--- config.mk ---
export PLATFORM = sky130hd
export DESIGN_NAME = mba_fifo
export DESIGN_NICKNAME = d
export VERILOG_FILES = /design/src/hw/rtl/mba_fifo.sv
export SDC_FILE = /design/constraint.sdc
export NUM_CORES = 1
export LEC_CHECK = 0
export BUFFER_PORTS_ARGS = -buffer_cell sky130_fd_sc_hd__clkbuf_2
export CORE_UTILIZATION = 35
export DETAILED_ROUTE_END_ITERATION = 6
export PLACE_DENSITY = 0.67
export SLEW_MARGIN = 20
export SYNTH_ARGS = -nofsm -noshare
export SYNTH_HDL_FRONTEND = slang
export SYNTH_SLANG_ARGS = --single-unit
export TNS_END_PERCENT = 100
--- constraint.sdc ---
create_clock -name clk -period 4.5 [get_ports clk]
set_input_delay 0.45 -clock clk [delete_from_list [all_inputs] [get_ports clk]]
set_output_delay 0.45 -clock clk [all_outputs]
set_load 0.05 [all_outputs]
--- src/hw/rtl/mba_fifo.sv ---
// Two-entry request queue between the front and back ends.
`default_nettype none
module mba_fifo #(
  parameter int unsigned WIDTH = 8
) (
  input  wire logic             clk,
  input  wire logic             rst,
  input  wire logic             push,
  input  wire logic [WIDTH-1:0] push_data,
  output logic                  full,
  input  wire logic             pop,
  output logic [WIDTH-1:0]      pop_data,
  output logic                  empty
);
  logic [WIDTH-1:0] slots [2];
  logic             wr_ptr;
  logic             rd_ptr;
  logic [1:0]       count;

  assign full     = (count == 2'd2);
  assign empty    = (count == 2'd0);
  assign pop_data = slots[rd_ptr];

  always_ff @(posedge clk) begin
    if (push && !full) begin
      slots[wr_ptr] <= push_data;
    end
  end

  always_ff @(posedge clk) begin
    if (rst) begin
      wr_ptr <= 1'b0;
      rd_ptr <= 1'b0;
      count  <= 2'd0;
    end else begin
      if (push && !full) begin
        wr_ptr <= ~wr_ptr;
      end
      if (pop && !empty) begin
        rd_ptr <= ~rd_ptr;
      end
      count <= count + 2'((push && !full) ? 1 : 0) - 2'((pop && !empty) ? 1 : 0);
    end
  end
endmodule
`default_nettype wire

==> impl_metrics.tcl <==
set metrics [dict create \
    status "complete, no violations" \
    critPathCaptureType "output pin" \
    p_per_area_mw_per_mm2 643 \
    final_area_sq_um 972 \
    die_x_microns 50.1 \
    grt_pass1_vias 472 \
    use_met2_pct 16.7 \
    start_kind "register" \
    cp_max_fo 8 \
    vias 463 \
    use_met1_pct 12.9 \
    grt-ovfl-total 0 \
    yosys-top-cells-count "16 x edfxtp_1, 5 x dfxtp_1, 5 x mux2_1" \
    syn-mean-instance-area_sq_um 15.6 \
    dp_slack_ps 2840 \
    crit_end "pop_data[7]" \
    track_usage_pct 10.6 \
    cts_tree "built" \
    post-layout-total-power_mw 0.625 \
    wl_per_cell_microns 11.2 \
    antenna_left 0 \
    wl_mm 1.17 \
    drt-initial-drc-count 4 \
    vdd_ir_drop_max_mv 0.358 \
    yosysMostFrequentCell "edfxtp_1" \
    area_growth_pct 19.9 \
    cts_buffer_depth 2 \
    layout_setup_ws_ps 2570 \
    period_minus_slack_ps 1930 \
    tightest_slew_ps 373 \
    start_util_pct 37.0 \
    grtUsageMet3_pct 3.33 \
    gp_congestion 0.686 \
    fin_setup_tns_ps 0 \
    syn_inst 52 \
    clk_latency_ps 290 \
    drt_pass1_iterations 3 \
    synth-edff-count 16 \
    cts_root_buffer "clkbuf_4" \
    drcViolationCount 0 \
    syn-num-nets 66 \
    io-pin-count 22 \
    postSynth.asyncResetShare_pct 0 \
    die_h_microns 50.1 \
    ctsResizeCount 0 \
    cp_data_required_time_ps 4050 \
    finClkSkew_ps 7.21 \
    max-slew-margin-rel_pct 75.1 \
    final_layout_size_suffix_gt1_share_pct 40.8 \
    grt_pass1_wl_mm 1.93 \
    r2r-start "count[1]" \
    synth_ff_type "edfxtp_1" \
    grt_max_degree 12 \
    n_fill_cell 218 \
    final_core_util_pct 44.4 \
    numCtsBuffers 3 \
    yosysTopAreaCell "edfxtp_1" \
    worstPathArrival_ps 1480 \
    cap_violations 0 \
    fmax_mhz 519 \
    cts-hold-fix-buffers 0 \
    r2r_end "count[1]" \
    worstSetupPathType "register to output pin" \
    p_leak_nw 0.407 \
    synth-seq-area-share_pct 71.6 \
    multi_input_area_sq_um 210 \
    row_count 17 \
    synth_area_sq_um 811 \
    diodes 0 \
    clk_pin_slew_ps 110 \
    portBuffers 21 \
    seq_area_sq_um 581 \
    finalHoldViolations 0 \
    yosysTopAreaCellShare_pct 59.3 \
    setup_violations 0 \
    cts_setup_buffers 0 \
    yosysUniqueCellTypes 21 \
    place_area_sq_um 946 \
    core_sq_mm 0.00219 \
    synth_area_leaders "edfxtp_1 59%, dfxtp_1 12%, mux2_1 6.9%, mux2_2 4.2%, ha_1 3.1%" \
    cts_sinks 21 \
    finalMaxSlewViolations 0 \
    reg2reg_depth 7 \
    cts.htree.levels 1 \
    reg2reg_slack_ps 2910 \
    hp-class "input port to register" \
    top_usage_layer "met2" \
    avgViaCountPerCell 4.45 \
    die_area_sq_mm 0.00251 \
    antenna_found_initial 0 \
    ys_ff_latch 21 \
    grt_setup_unrepaired "no" \
    yosysWarnings 0 \
    finalCritPeriodShare_pct 42.8 \
    nets 91 \
]
==> metal layers <==
metal	wire (microns)	vias up
li1	-	234
met1	499	214
met2	585	15
met3	81	0
met4	0	0
met5	0	-
==> logic make-up after synthesis <==
| group | share of synthesized area [%] |
|---|---|
| XOR/XNOR | 2.16 |
| flip-flops | 71.6 |
| buffers and inverters | 2.47 |
| multiplexers | 11.1 |
| AND/OR/NAND/NOR | 7.25 |
| AO/OA/AOI/OAI | 2.31 |
| adder cells (fa/ha/maj) | 3.09 |
==> flip-flops by register name, indices dropped and copies added, names as in the netlist, named ones only <==
name,count
slots,16
count,2
rd_ptr,1
wr_ptr,1
==> cell usage in the layout, fill, tap and decap left out, drive strengths merged <==
master and instances:
or3 1, nor3 1, and2 1, clkbuf 25, a21oi 1, mux2 8
ha 2, nor2b 1, edfxtp 16, nand2b 1, dfxtp 5, inv 4
xor2 1, nor2 4, nand2 1, o21ai 1, and3 1, xnor2 1
o21a 1
==> power breakdown <==
part	total [mW]	internal (mW)	switching [mW]
combinational	0.264	0.0778	0.186
clock	0.0847	0.0344	0.0503
sequential	0.277	0.250	0.0261
==> metrics by stage <==
stage | hold slack [ps] | instances
after floorplan | 451 | 52
after global placement | 467 | 100
after detailed placement | 488 | 100
after CTS | 332 | 104
after global routing | 324 | 104
final | 341 | 104
==> critical path: stages (launching register included) <==
cell	delay (ps)
dfxtp_1	560
mux2_2	390
clkbuf_2	240
==> worst min path at each step <==
stage	from	to	slack [ps]	depth (start not counted)
final	push_data[0]	slots[0][0]	340	1
after global routing	push_data[1]	slots[1][1]	320	1
after CTS	push_data[0]	slots[1][0]	330	1
after detailed placement	wr_ptr	wr_ptr	490	2
after global placement	wr_ptr	wr_ptr	470	2
after floorplan	wr_ptr	wr_ptr	450	2
==> layout make-up <==
type / instances / area share, %
tap: 28 / 3.60
multi-input combinational: 26 / 21.6
timing repair buffer: 21 / 10.8
inverter: 4 / 1.54
clock buffer: 4 / 2.70
sequential: 21 / 59.7
Note: power is estimated with default switching activity, not from simulation.
