### src/hw/rtl/mba_pkg.sv
// Shared constants and register codes for the mosaic block averager.
`default_nettype none
package mba_pkg;
  localparam int unsigned DEF_MAX_WIDTH  = 1024;
  localparam int unsigned DEF_MAX_HEIGHT = 1024;
  localparam int unsigned DEF_MAX_BLOCK  = 64;

  localparam int unsigned PIX_W     = 8;
  localparam int unsigned COORD_W   = 10;
  localparam int unsigned CFG_IDX_W = 2;
  localparam int unsigned CFG_DAT_W = 11;
  localparam int unsigned SIZE_W    = 7;
  localparam int unsigned DIM_W     = 11;

  localparam logic [CFG_IDX_W-1:0] REG_MOSAIC_SIZE  = 2'd0;
  localparam logic [CFG_IDX_W-1:0] REG_IMAGE_WIDTH  = 2'd1;
  localparam logic [CFG_IDX_W-1:0] REG_IMAGE_HEIGHT = 2'd2;

  localparam logic [SIZE_W-1:0] RST_MOSAIC_SIZE  = 7'd8;
  localparam logic [DIM_W-1:0]  RST_IMAGE_WIDTH  = 11'd1024;
  localparam logic [DIM_W-1:0]  RST_IMAGE_HEIGHT = 11'd1024;
endpackage
`default_nettype wire

### src/hw/rtl/mba_if.sv
// Channel interfaces: pixel input, block result output, config write.
`default_nettype none
interface mba_pix_if import mba_pkg::*; ();
  logic             valid;
  logic             ready;
  logic [PIX_W-1:0] pixel_red;
  logic [PIX_W-1:0] pixel_green;
  logic [PIX_W-1:0] pixel_blue;
  modport source (output valid, pixel_red, pixel_green, pixel_blue, input ready);
  modport sink (input valid, pixel_red, pixel_green, pixel_blue, output ready);
endinterface


interface mba_cfg_if import mba_pkg::*; ();
  logic                 valid;
  logic                 ready;
  logic [CFG_IDX_W-1:0] addr;
  logic [CFG_DAT_W-1:0] data;
  modport source (output valid, addr, data, input ready);
  modport sink (input valid, addr, data, output ready);
endinterface
`default_nettype wire

### src/hw/rtl/mba_front.sv
// Front end: config registers, raster position tracking, request build.
`default_nettype none
module mba_front import mba_pkg::*; #(
  parameter int unsigned MAX_WIDTH  = DEF_MAX_WIDTH,
  parameter int unsigned MAX_HEIGHT = DEF_MAX_HEIGHT,
  parameter int unsigned MAX_BLOCK  = DEF_MAX_BLOCK,
  localparam int unsigned CW    = $clog2(MAX_WIDTH),
  localparam int unsigned RW    = $clog2(MAX_HEIGHT),
  localparam int unsigned OW    = $clog2(MAX_BLOCK),
  localparam int unsigned REQ_W = CW + RW + 3 + 3 * PIX_W
) (
  input  wire logic        clk,
  input  wire logic        rst,
  mba_pix_if.sink          pixel,
  mba_cfg_if.sink          cfg,
  output logic             push,
  output logic [REQ_W-1:0] push_data,
  input  wire logic        full
);
  typedef struct packed {
    logic [CW-1:0]    bc;
    logic [RW-1:0]    band;
    logic             first;
    logic             emit;
    logic             last;
    logic [PIX_W-1:0] r;
    logic [PIX_W-1:0] g;
    logic [PIX_W-1:0] b;
  } req_t;

  logic [SIZE_W-1:0] mosaic_size;
  logic [DIM_W-1:0]  image_width;
  logic [DIM_W-1:0]  image_height;

  logic [CW-1:0] col;
  logic [RW-1:0] row;
  logic [OW-1:0] offset;
  logic [CW-1:0] bcol;
  logic [OW-1:0] rib;
  logic [RW-1:0] band;

  logic [31:0] size_eff;
  logic [31:0] w_eff;
  logic [31:0] h_eff;
  logic        row_end;
  logic        frame_end;
  logic        off_end;
  logic        rib_end;
  logic        accept;
  logic        cfg_hit;
  req_t        req;

  // zero acts as one, oversized values saturate at the build limits
  assign size_eff = (mosaic_size == '0) ? 32'd1 :
                    (32'(mosaic_size) > MAX_BLOCK) ? MAX_BLOCK : 32'(mosaic_size);
  assign w_eff    = (image_width == '0) ? 32'd1 :
                    (32'(image_width) > MAX_WIDTH) ? MAX_WIDTH : 32'(image_width);
  assign h_eff    = (image_height == '0) ? 32'd1 :
                    (32'(image_height) > MAX_HEIGHT) ? MAX_HEIGHT : 32'(image_height);

  assign row_end   = (32'(col) + 32'd1 >= w_eff);
  assign frame_end = (32'(row) + 32'd1 >= h_eff);
  assign off_end   = (32'(offset) + 32'd1 >= size_eff);
  assign rib_end   = (32'(rib) + 32'd1 >= size_eff);

  assign pixel.ready = !full;
  assign cfg.ready   = 1'b1;
  assign accept      = pixel.valid && !full;
  assign cfg_hit     = cfg.valid && (cfg.addr == REG_MOSAIC_SIZE ||
                       cfg.addr == REG_IMAGE_WIDTH || cfg.addr == REG_IMAGE_HEIGHT);

  always_comb begin
    req.bc    = bcol;
    req.band  = band;
    req.first = (rib == '0) && (offset == '0);
    req.emit  = (off_end || row_end) && (rib_end || frame_end);
    req.last  = row_end && frame_end;
    req.r     = pixel.pixel_red;
    req.g     = pixel.pixel_green;
    req.b     = pixel.pixel_blue;
  end

  assign push      = accept;
  assign push_data = req;

  always_ff @(posedge clk) begin
    if (rst) begin
      mosaic_size  <= RST_MOSAIC_SIZE;
      image_width  <= RST_IMAGE_WIDTH;
      image_height <= RST_IMAGE_HEIGHT;
    end else if (cfg.valid) begin
      case (cfg.addr)
        REG_MOSAIC_SIZE:  mosaic_size  <= cfg.data[SIZE_W-1:0];
        REG_IMAGE_WIDTH:  image_width  <= cfg.data[DIM_W-1:0];
        REG_IMAGE_HEIGHT: image_height <= cfg.data[DIM_W-1:0];
        default: ;
      endcase
    end
  end

  always_ff @(posedge clk) begin
    if (rst || cfg_hit || (accept && row_end && frame_end)) begin
      col    <= '0;
      row    <= '0;
      offset <= '0;
      bcol   <= '0;
      rib    <= '0;
      band   <= '0;
    end else if (accept) begin
      if (row_end) begin
        col    <= '0;
        offset <= '0;
        bcol   <= '0;
        row    <= row + 1'b1;
        if (rib_end) begin
          rib  <= '0;
          band <= band + 1'b1;
        end else begin
          rib <= rib + 1'b1;
        end
      end else begin
        col <= col + 1'b1;
        if (off_end) begin
          offset <= '0;
          bcol   <= bcol + 1'b1;
        end else begin
          offset <= offset + 1'b1;
        end
      end
    end
  end
endmodule
`default_nettype wire

### src/flat_wrapper.sv
// flat-port wrapper written by rule: the top's interface ports become plain ports
module mba_front_flat import mba_pkg::*;
#(
  parameter int unsigned MAX_WIDTH  = DEF_MAX_WIDTH,
  parameter int unsigned MAX_HEIGHT = DEF_MAX_HEIGHT,
  parameter int unsigned MAX_BLOCK  = DEF_MAX_BLOCK,
  localparam int unsigned CW    = $clog2(MAX_WIDTH),
  localparam int unsigned RW    = $clog2(MAX_HEIGHT),
  localparam int unsigned OW    = $clog2(MAX_BLOCK),
  localparam int unsigned REQ_W = CW + RW + 3 + 3 * PIX_W
)
  (clk, rst, push, push_data, full, pixel_valid, pixel_pixel_red, pixel_pixel_green, pixel_pixel_blue, pixel_ready, cfg_valid, cfg_addr, cfg_data, cfg_ready);
  mba_pix_if pixel_i ();
  mba_cfg_if cfg_i ();
  input  wire logic clk;
  input  wire logic rst;
  output logic push;
  output logic [REQ_W-1:0] push_data;
  input  wire logic full;
  input wire logic [$bits(pixel_i.valid)-1:0] pixel_valid;
  input wire logic [$bits(pixel_i.pixel_red)-1:0] pixel_pixel_red;
  input wire logic [$bits(pixel_i.pixel_green)-1:0] pixel_pixel_green;
  input wire logic [$bits(pixel_i.pixel_blue)-1:0] pixel_pixel_blue;
  output wire logic [$bits(pixel_i.ready)-1:0] pixel_ready;
  input wire logic [$bits(cfg_i.valid)-1:0] cfg_valid;
  input wire logic [$bits(cfg_i.addr)-1:0] cfg_addr;
  input wire logic [$bits(cfg_i.data)-1:0] cfg_data;
  output wire logic [$bits(cfg_i.ready)-1:0] cfg_ready;
  assign pixel_i.valid = pixel_valid;
  assign pixel_i.pixel_red = pixel_pixel_red;
  assign pixel_i.pixel_green = pixel_pixel_green;
  assign pixel_i.pixel_blue = pixel_pixel_blue;
  assign pixel_ready = pixel_i.ready;
  assign cfg_i.valid = cfg_valid;
  assign cfg_i.addr = cfg_addr;
  assign cfg_i.data = cfg_data;
  assign cfg_ready = cfg_i.ready;
  mba_front #(.MAX_WIDTH(MAX_WIDTH), .MAX_HEIGHT(MAX_HEIGHT), .MAX_BLOCK(MAX_BLOCK)) u_core (.clk(clk), .rst(rst), .pixel(pixel_i), .cfg(cfg_i), .push(push), .push_data(push_data), .full(full));
endmodule
### config.mk
export PLATFORM = sky130hd
export DESIGN_NAME = mba_front_flat
export DESIGN_NICKNAME = d
export VERILOG_FILES = /design/src/hw/rtl/mba_pkg.sv /design/src/hw/rtl/mba_if.sv /design/src/hw/rtl/mba_front.sv /design/src/flat_wrapper.sv
export SDC_FILE = /design/constraint.sdc
export NUM_CORES = 1
export LEC_CHECK = 0
export BUFFER_PORTS_ARGS = -buffer_cell sky130_fd_sc_hd__clkbuf_2
export CELL_PAD_IN_SITES_DETAIL_PLACEMENT = 1
export CELL_PAD_IN_SITES_GLOBAL_PLACEMENT = 1
export CORE_UTILIZATION = 42
export DETAILED_ROUTE_END_ITERATION = 10
export GPL_TIMING_DRIVEN = 0
export PLACE_DENSITY = 0.83
export REMOVE_ABC_BUFFERS = 1
export SETUP_SLACK_MARGIN = 0.2
export SYNTH_ARGS = -nofsm -noshare
export SYNTH_HDL_FRONTEND = slang
export SYNTH_SLANG_ARGS = --single-unit
### constraint.sdc
create_clock -name clk -period 3.8 [get_ports clk]
set_input_delay 0.76 -clock clk [delete_from_list [all_inputs] [get_ports clk]]
set_output_delay 0.76 -clock clk [all_outputs]
set_load 0.05 [all_outputs]
==> flow_metrics.tcl, run 1 <==
set metrics [dict create \
    ant_nets 0 \
    p_switching_uw 503 \
    ys_ff_latch 81 \
    stdcell_count 792 \
    crit_path_max_fanout 4 \
    yosysTopAreaCell "dfxtp_1" \
    p_int_uw 1390 \
    drive_gt1_share_pct 19.1 \
    drt_iter0_drc 178 \
    grt_overflow 0 \
    pwr-share-seq_pct 45.9 \
    skew_ns 0.00924 \
    max_freq_mhz 278 \
    vias_per_cell 5.99 \
    synth_xor_area_share_pct 5.30 \
    yosys-top-cells-count "dfxtp_1, nand2_1, nor2_1" \
    nets 731 \
    rr_worst_depth 13 \
    p_sw_share_pct 26.6 \
    hold_slack_ns 0.461 \
    synth_area_sq_mm 0.00512 \
    dp_hpwl_mm 10.4 \
    io_pins 92 \
    grt_use_total_pct 25.0 \
    start_util_pct 43.9 \
    final_area_sq_mm 0.00584 \
    drt_wl_total_mm 15.7 \
    drv_slew 0 \
    grt_pass1_wl_mm 24.8 \
    synth_adder_area_share_pct 10.7 \
    hp-class "reg2reg" \
    vias 4745 \
    synth_top_family_by_area "simple AND/OR/NAND/NOR gates" \
    critPathKind "reg2out" \
    cts_root_buf "clkbuf_16" \
    dr.pass1.iters 4 \
    rsz0062_at_grt "yes" \
    ys_seq_area_share_pct 31.7 \
    hold_violations 0 \
    clockBufferDepth 2 \
    final_util_pct 50.0 \
    synth-warning-count 0 \
    vdd_drop_max_uv 249 \
    placed_cells 759 \
    htreeDepth 3 \
    synthMostInstantiatedCell "dfxtp_1" \
    synth-simple-area-share_pct 24.4 \
    synth.area.top_cells "dfxtp_1, ha_1, nand2_1, mux2i_1, a21oi_1" \
    cellPowerDensity_mw_per_mm2 324 \
    post-route-drc-count 0 \
    place_area_sq_mm 0.00523 \
    synthFlopType "dfxtp_1" \
    core_sq_mm 0.0117 \
    async_flop_share_pct 0 \
    netlist.area_leader.share_pct 31.7 \
    relSlewSlack_pct 10.4 \
    syn_inst 628 \
    cts_tree "built" \
    syn_avg_cell_area_sq_um 8.16 \
    final-setup-viol-count 0 \
    areaGrowthSynthToFinish_pct 13.9 \
    period_share_pct 94.6 \
    antenna_found_initial 0 \
    io_buffers 42 \
    cp-end-kind "primary output" \
    die_width_microns 112 \
    clk_latency_ns 0.35 \
    clk_pin_slew_ns 0.07 \
    die_height_microns 112 \
    grt_pass1_vias 4930 \
    holdPathStages 2 \
    synth-edff-count 0 \
    status "finished, final reports clean" \
    synth.area.mux_share_pct 4.89 \
    grt_max_degree 34 \
    clkPwrFrac_pct 44.8 \
    cp_data_required_time_ns 3.04 \
    cts_num_sinks 81 \
    cts_made_buffers 9 \
    yosysUniqueCellTypes 60 \
    p_comb_share_pct 9.3 \
    worst_slew_pin_slew_ns 1.34 \
    synth_compound_area_share_pct 15.5 \
    routedWlPerCell_microns 19.8 \
    num_antenna_cells 0 \
    core.rowCount 39 \
    die_area_sq_mm 0.0126 \
    cp-start-kind "register" \
    power_uw 1890 \
    cap_viol_max_count 0 \
    min_period_ns 3.59 \
    power_leakage_uw 0.00229 \
    place_congestion 0.841 \
    crit_arrival_ns 2.83 \
]
## routing by layer
layer | wire (microns) | share of wire, % | track usage (%)
met5 | 0 | 0 | 0.784
met4 | 388 | 2.5 | 12.3
met3 | 574 | 3.7 | 5.08
met2 | 7650 | 49 | 42.7
met1 | 7080 | 45 | 30.1
## cells by family (layout without fill, tap and decap cells)
group                      count (synthesis)  after routing
and+or+nand+nor                          252            252
AOI/OAI and AO/OA                        124            126
DFF                                       81             81
buffers and inverters                     70             89
adders and majority gates                 44             44
xor gates and xnor gates                  31             31
muxes                                     25             25
other                                      1              1
## power groups by stage
stage	clock [uW]	combinational, uW	sequential, uW
floorplan	0	101	888
global placement	0	150	890
detailed placement	0	162	891
CTS	864	170	870
global route	896	191	871
finish	848	176	870
## what timing repair did
| action | CTS | global route |
|---|---|---|
| pin swaps | 8 | 15 |
| endpoints found under the setup margin | 47 | 31 |
| setup buffers | 7 | 8 |
| hold buffers | 0 | 0 |
| resized for setup | 40 | 13 |
| cloned | 1 | 2 |
## critical path: stages, from the launching register on
cell and delay (ns):
dfxtp_4 0.38, nand3_2 0.11, or2_4 0.27, nor2_4 0.13, nand3_2 0.13, xnor2_2 0.16
ha_1 0.31, a21o_1 0.18, a21oi_1 0.14, o21ai_1 0.11, a21oi_2 0.13, buf_6 0.15
a22oi_2 0.10, buf_8 0.17
## cell type report
cell class | instances | area (sq um)
fillers | 1388 | 5830
repair buffers | 58 | 373
inverters | 15 | 60.1
repair inverters | 1 | 5.00
multi-input cells | 479 | 3290
clock inverters | 4 | 28.8
well taps | 143 | 179
flip-flops and latches | 81 | 1650
clock buffers | 11 | 253
## final timing paths
path / start / endpoint / slack [ns]
max: u_core.row[2]$_SDFFE_PP0P_ / push_data[25] / 0.21
min: u_core.col[9]$_SDFFE_PP0P_ / u_core.col[9]$_SDFFE_PP0P_ / 0.46
max reg2reg: u_core.col[0]$_SDFFE_PP0P_ / u_core.col[2]$_SDFFE_PP0P_ / 0.44
min reg2reg: u_core.col[9]$_SDFFE_PP0P_ / u_core.col[9]$_SDFFE_PP0P_ / 0.46
## state kept, by name, summed over array words and instances, names as in the netlist
name and flops:
u_core.row 10, u_core.image_height 11, u_core.mosaic_size 7, u_core.offset 6, u_core.bcol 10, u_core.image_width 11, u_core.band 10, u_core.rib 6
u_core.col 10
## metrics by stage
step	worst slack (ns)	setup TNS, ns
6_report	0.205	0
5_1_grt	0.0883	0
4_1_cts	0.201	0
3_5_place_dp	-0.616	-8.02
3_3_place_gp	-0.882	-30.39
2_1_floorplan	0.0431	0
## cell usage in the layout, fill, tap and decap left out, types with 6 or more instances in the layout
cell | netlist | final
nand2b_1 | 6 | 6
nor4_1 | 7 | 7
xor2_1 | 14 | 14
and3_1 | 7 | 7
nor3_1 | 7 | 7
dfxtp_1 | 81 | 72
o21ai_0 | 20 | 19
or3_1 | 15 | 15
mux2i_1 | 25 | 25
ha_1 | 44 | 41
a31oi_1 | 12 | 12
a21oi_1 | 45 | 44
buf_4 | 27 | 14
inv_1 | 13 | 12
nand2_1 | 77 | 77
xnor2_1 | 17 | 14
nand3_1 | 27 | 22
o211ai_1 | 6 | 6
nand4_1 | 22 | 22
clkbuf_2 | 0 | 40
clkbuf_16 | 0 | 9
nor2_1 | 54 | 50
No activity file was read; power rests on OpenSTA's default activity.
==> run 2, diff against run 1 <==
--- a/config.mk
+++ b/config.mk
@@ -5,10 +5,11 @@
 export SDC_FILE = /design/constraint.sdc
 export NUM_CORES = 1
 export LEC_CHECK = 0
+export ABC_AREA = 1
 export BUFFER_PORTS_ARGS = -buffer_cell sky130_fd_sc_hd__clkbuf_2
 export CELL_PAD_IN_SITES_DETAIL_PLACEMENT = 1
 export CELL_PAD_IN_SITES_GLOBAL_PLACEMENT = 1
-export CORE_UTILIZATION = 42
+export CORE_UTILIZATION = 40
 export DETAILED_ROUTE_END_ITERATION = 10
 export GPL_TIMING_DRIVEN = 0
 export PLACE_DENSITY = 0.83
==> flow_metrics.tcl, run 2 <==
set metrics [dict create \
    place_area_sq_mm 0.00539 \
    rsz0062_at_grt "yes" \
    place_congestion 0.801 \
    async_flop_share_pct 0 \
    layout_common_cells "nand2_1, nor2_1, inv_1, dfxtp_1, a21oi_1" \
    clockBufferDepth 2 \
    grt_overflow 0 \
    cts_root_buf "clkbuf_16" \
    nets 906 \
    ant_nets 0 \
    drt_iter0_drc 255 \
    skew_ns 0.00858 \
    synth_area_sq_mm 0.00527 \
    synth-simple-area-share_pct 31.3 \
    yosysUniqueCellTypes 29 \
    core.rowCount 41 \
    cp_data_required_time_ns 3.04 \
    crit_arrival_ns 2.96 \
    synthMostInstantiatedCell "nand2_1" \
    synth_adder_area_share_pct 10.4 \
    vdd_drop_max_uv 179 \
    areaGrowthSynthToFinish_pct 16.8 \
    period_share_pct 97.8 \
    vias_per_cell 5.32 \
    synth.area.top_cells "dfxtp_1, nand2_1, ha_1, nor2_1, inv_1" \
    num_antenna_cells 0 \
    drive_gt1_share_pct 17.3 \
    grt_pass1_wl_mm 25.6 \
    core_sq_mm 0.0127 \
    cts_tree "built" \
    grt_use_total_pct 24.3 \
    power_leakage_uw 0.00289 \
    antenna_found_initial 0 \
    cpMaxStageDelayCell "dfxtp_1" \
    synth-warning-count 0 \
    die_width_microns 117 \
    cts_made_buffers 9 \
    synth_top_family_by_area "simple AND/OR/NAND/NOR gates" \
    cellPowerDensity_mw_per_mm2 326 \
    hold_violations 0 \
    dp_hpwl_mm 11.0 \
    grt_pass1_vias 5386 \
    die_area_sq_mm 0.0136 \
    min_period_ns 3.72 \
    drt_wl_total_mm 17.5 \
    dr.pass1.iters 5 \
    final-setup-viol-count 0 \
    status "finished, final reports clean" \
    yosysTopAreaCell "dfxtp_1" \
    syn_avg_cell_area_sq_um 6.63 \
    post-route-drc-count 0 \
    io_pins 92 \
    htreeDepth 3 \
    drv_slew 0 \
    vias 5307 \
    start_util_pct 41.5 \
    synth.area.mux_share_pct 0 \
    hp-class "reg2reg" \
    cp-start-kind "register" \
    synth_compound_area_share_pct 9.23 \
    final_common_cell "nand2_1" \
    reg_top3 "u_core.image_height: 11 flops, u_core.image_width: 11 flops" \
    cpMostUsedCell "nand2_2" \
    die_height_microns 117 \
    routedWlPerCell_microns 17.5 \
    worst_slew_pin_slew_ns 0.833 \
    hold_slack_ns 0.484 \
    cts_hold_buf 0 \
    max_freq_mhz 269 \
    io_buffers 42 \
    cap_viol_max_count 0 \
    clk_pin_slew_ns 0.07 \
    synth_xor_area_share_pct 5.15 \
    relSlewSlack_pct 44.3 \
    worstPathCellList "nand3_2 -> nor2_1 -> xor2_1 -> ha_4 -> nand2_2 -> nand2_2 -> nand2_4 -> nand2_2 -> nor2_2 -> nand2_2 -> nand2_4 -> nand3_4 -> o21a_1 -> buf_8" \
    crit_path_max_fanout 4 \
    synth-edff-count 0 \
    clk_latency_ns 0.36 \
    ys_seq_area_share_pct 30.7 \
    netlist.area_leader.share_pct 30.7 \
    cp-end-kind "primary output" \
    cp_slowest_stage_delay_ns 0.43 \
    final_area_sq_mm 0.00616 \
    ys_ff_latch 81 \
    critPathKind "reg2out" \
    cts_num_sinks 81 \
    synthFlopType "dfxtp_1" \
    syn_inst 795 \
    yosys-top-cells-count "nand2_1, nor2_1, inv_1" \
    grt_max_degree 50 \
]
## run 2: changes by cell type after synthesis, moves of 6 or more
cell	previous run	this run
nand2_1	77	202
inv_1	13	97
nor2_1	54	112
mux2i_1	25	0
nand3_1	27	42
or3_1	15	0
xnor2_1	17	4
xor2_1	14	27
a31oi_1	12	0
o21ai_0	20	31
clkbuf_1	18	9
a21oi_1	45	52
a211oi_1	6	0
nand2b_1	6	0
## run 2: metal layers
layer	track usage, %	vias to the layer above	wire length, microns
li1	-	2555	-
met1	27.5	2585	7460
met2	43.9	131	8880
met3	5.20	36	669
met4	10.8	0	463
met5	0.741	-	0
## run 2: worst max-delay path: cells and delay by family, from the launching register on
| kind | cells | cell delay (ns) |
|---|---|---|
| buffers and inverters | 1 | 0.15 |
| AND/OR/NAND/NOR | 10 | 1.16 |
| XOR/XNOR | 1 | 0.39 |
| flip-flops | 1 | 0.43 |
| AO/OA/AOI/OAI | 1 | 0.16 |
| adder cells (fa/ha/maj) | 1 | 0.29 |
## run 2: cell families after synthesis
kind of cell | after synthesis
simple gates | 399
buf+inv | 148
compound gates | 91
flops | 81
fa+ha+maj | 44
xor+xnor | 31
other cells | 1
## run 2: what timing repair did
action / in CTS / in global routing
setup buffers: 9 / 10
endpoints found under the setup margin: 51 / 51
pin swaps: 7 / 24
cloned: 0 / 1
gates resized for setup: 27 / 50
## run 2: layout make-up
type / instances / area, sq um
clock inverter: 7 / 53.8
clock buffer: 9 / 225
multi-input combinational: 567 / 3280
inverter: 100 / 379
fill: 1710 / 6560
sequential: 81 / 1640
timing repair buffer: 61 / 369
tap: 172 / 215
## run 2: power by group
group / total [uW] / switching [uW] / internal, uW
logic: 281 / 195 / 85.6
registers: 884 / 18.4 / 866
clock network: 844 / 397 / 447
## run 2: final timing paths
kind         depth (start not counted)  slack, ns                               start                          to
max                                 14       0.08          u_core.col[2]$_SDFFE_PP0P_               push_data[25]
min                                  2       0.48          u_core.col[9]$_SDFFE_PP0P_  u_core.col[9]$_SDFFE_PP0P_
max reg2reg                         18       0.28  u_core.image_width[8]$_SDFFE_PP0P_  u_core.col[5]$_SDFFE_PP0P_
min reg2reg                          2       0.48          u_core.col[9]$_SDFFE_PP0P_  u_core.col[9]$_SDFFE_PP0P_
## run 2: stage by stage
step	total power (uW)	setup TNS, ns	cells	util [%]	setup slack, ns
2_1_floorplan	1050	0	747	-	0.674
3_3_place_gp	1110	0	961	42.3	0.0615
3_5_place_dp	1130	-2.14	961	42.3	-0.0953
4_1_cts	1970	0	986	46.0	0.206
5_1_grt	2080	-0.0743	997	48.4	-0.0685
6_report	2010	0	997	48.4	0.0841
==> run 3, diff against run 2 <==
--- a/config.mk
+++ b/config.mk
@@ -12,6 +12,7 @@
 export CORE_UTILIZATION = 40
 export DETAILED_ROUTE_END_ITERATION = 10
 export GPL_TIMING_DRIVEN = 0
+export MAX_ROUTING_LAYER = met4
 export PLACE_DENSITY = 0.83
 export REMOVE_ABC_BUFFERS = 1
 export SETUP_SLACK_MARGIN = 0.2
==> flow_metrics.tcl, run 3 (same netlist as run 2, synthesis figures left out) <==
set metrics [dict create \
    status "finished, final reports clean" \
    max_freq_mhz 270 \
    p_comb_share_pct 14.0 \
    cellPowerDensity_mw_per_mm2 325 \
    power_leakage_uw 0.00289 \
    die_area_sq_mm 0.0136 \
    reg_top3 "u_core.image_height: 11 flops, u_core.image_width: 11 flops" \
    drt_wl_total_mm 17.2 \
    min_period_ns 3.70 \
    grt_max_degree 50 \
    r2r-end "u_core.offset[4]$_SDFFE_PP0P_" \
    cts_tree "built" \
    clkPwrFrac_pct 41.9 \
    cp_data_required_time_ns 3.04 \
    dp_hpwl_mm 11.0 \
    pre_cts_ws_ns -0.0953 \
    start_util_pct 41.5 \
    vias_per_cell 5.33 \
    grt_overflow 0 \
    grt_pass1_wl_mm 25.6 \
    min_from "u_core.mosaic_size[3]$_SDFFE_PP1P_" \
    cp-start-kind "register" \
    post-route-drc-count 0 \
    drv_slew 0 \
    clockBufferDepth 2 \
    p_switching_uw 604 \
    cts_hold_buf 0 \
    relSlewSlack_pct 42.1 \
    skew_ns 0.00661 \
    drive_gt1_share_pct 17.3 \
    n_fill_cell 1705 \
    antenna_found_initial 0 \
    period_share_pct 97.3 \
    p_int_uw 1400 \
    core.rowCount 41 \
    ant_nets 0 \
    num_antenna_cells 0 \
    critPathKind "reg2out" \
    finalWorstSetupSlack_ns 0.102 \
    vdd_drop_max_uv 171 \
    io_buffers 42 \
    die_height_microns 117 \
    final_common_cell "nand2_1" \
    hp-class "reg2reg" \
    final-setup-viol-count 0 \
    nets 906 \
    cp-end-kind "primary output" \
    core_sq_mm 0.0127 \
    die_width_microns 117 \
    htreeDepth 3 \
    grt_pass1_vias 5377 \
    areaGrowthSynthToFinish_pct 16.8 \
    vias 5315 \
    layout_common_cells "nand2_1, nor2_1, inv_1, dfxtp_1, a21oi_1" \
    dr.pass1.iters 4 \
    r2r_setup_slack_ns 0.39 \
    place_congestion 0.812 \
    io_pins 92 \
    crit_path_max_fanout 4 \
    holdPathStages 2 \
    clk_pin_slew_ns 0.06 \
    cap_viol_max_count 0 \
    hold_end "u_core.mosaic_size[3]$_SDFFE_PP1P_" \
    crit_arrival_ns 2.94 \
    routedWlPerCell_microns 17.2 \
    pwr-share-seq_pct 44.2 \
    worst_slew_pin_slew_ns 0.867 \
    rr_worst_depth 15 \
    grt_use_total_pct 25.1 \
    clk_latency_ns 0.36 \
    stdcell_count 997 \
    cts_made_buffers 9 \
    p_sw_share_pct 30.2 \
    cts_num_sinks 81 \
    placed_cells 961 \
    rsz0062_at_grt "yes" \
    drt_iter0_drc 241 \
    cts_root_buf "clkbuf_16" \
    r2r-start "u_core.col[0]$_SDFFE_PP0P_" \
    hold_violations 0 \
]
[run 3: layer usage]
metal  global-route usage (%)  vias up  wire length (microns)
li1                         -     2552                      -
met1                     27.5     2580                   7260
met2                     43.8      133                   8620
met3                     5.72       50                    711
met4                     10.8        0                    571
met5                        -        -                      0
[run 3: power by group through the flow]
stage | logic [uW] | clock network, uW | registers [uW]
floorplan | 153 | 0 | 897
global placement | 212 | 0 | 901
detailed placement | 224 | 0 | 902
CTS | 241 | 848 | 883
global route | 308 | 884 | 886
finish | 280 | 838 | 884
[run 3: worst max-delay path, cell delays in order, from the launching register on]
cell and delay (ns):
dfxtp_1 0.43, nand2_1 0.17, nor3_4 0.27, nand3_1 0.16, xor2_2 0.32, ha_4 0.27, a21o_1 0.21, a21oi_4 0.31
nand3_4 0.14, o21a_1 0.16, buf_8 0.15
[run 3: cell type report]
| type | count | area, sq um | area share [%] |
|---|---|---|---|
| multi-input cells | 567 | 3280 | 53.2 |
| flip-flops and latches | 81 | 1640 | 26.6 |
| inverters | 100 | 379 | 6.16 |
| repair buffers | 61 | 369 | 5.99 |
| clock buffers | 9 | 225 | 3.66 |
| well taps | 172 | 215 | 3.49 |
| clock inverters | 7 | 53.8 | 0.874 |
[run 3: worst max path at each step]
stage	from	end	depth (start not counted)
after floorplan	u_core.col[0]$_SDFFE_PP0P_	push_data[24]	14
after global placement	u_core.col[0]$_SDFFE_PP0P_	u_core.offset[3]$_SDFFE_PP0P_	15
after detailed placement	u_core.col[0]$_SDFFE_PP0P_	u_core.row[5]$_SDFFE_PP0P_	15
after CTS	u_core.col[2]$_SDFFE_PP0P_	push_data[25]	10
after global routing	u_core.col[4]$_SDFFE_PP0P_	push_data[25]	10
final	u_core.col[4]$_SDFFE_PP0P_	push_data[25]	10
[run 3: what timing repair did]
action                                  CTS  global route
hold endpoints to repair                  0             0
endpoints found under the setup margin   51            51
pin swaps                                 7            26
setup buffers                             9            10
cloned                                    0             1
gates resized for setup                  27            50
[run 3: per-stage QoR]
stage	instance area (sq um)	hold WS (ns)	setup TNS, ns	total power [uW]	utilization, %
2_1_floorplan	4960	0.441	0	1050	-
3_3_place_gp	5390	0.450	0	1110	42.3
3_5_place_dp	5390	0.473	-2.14	1130	42.3
4_1_cts	5860	0.483	0	1970	46.0
5_1_grt	6160	0.518	0	2080	48.4
6_report	6160	0.489	0	2000	48.4
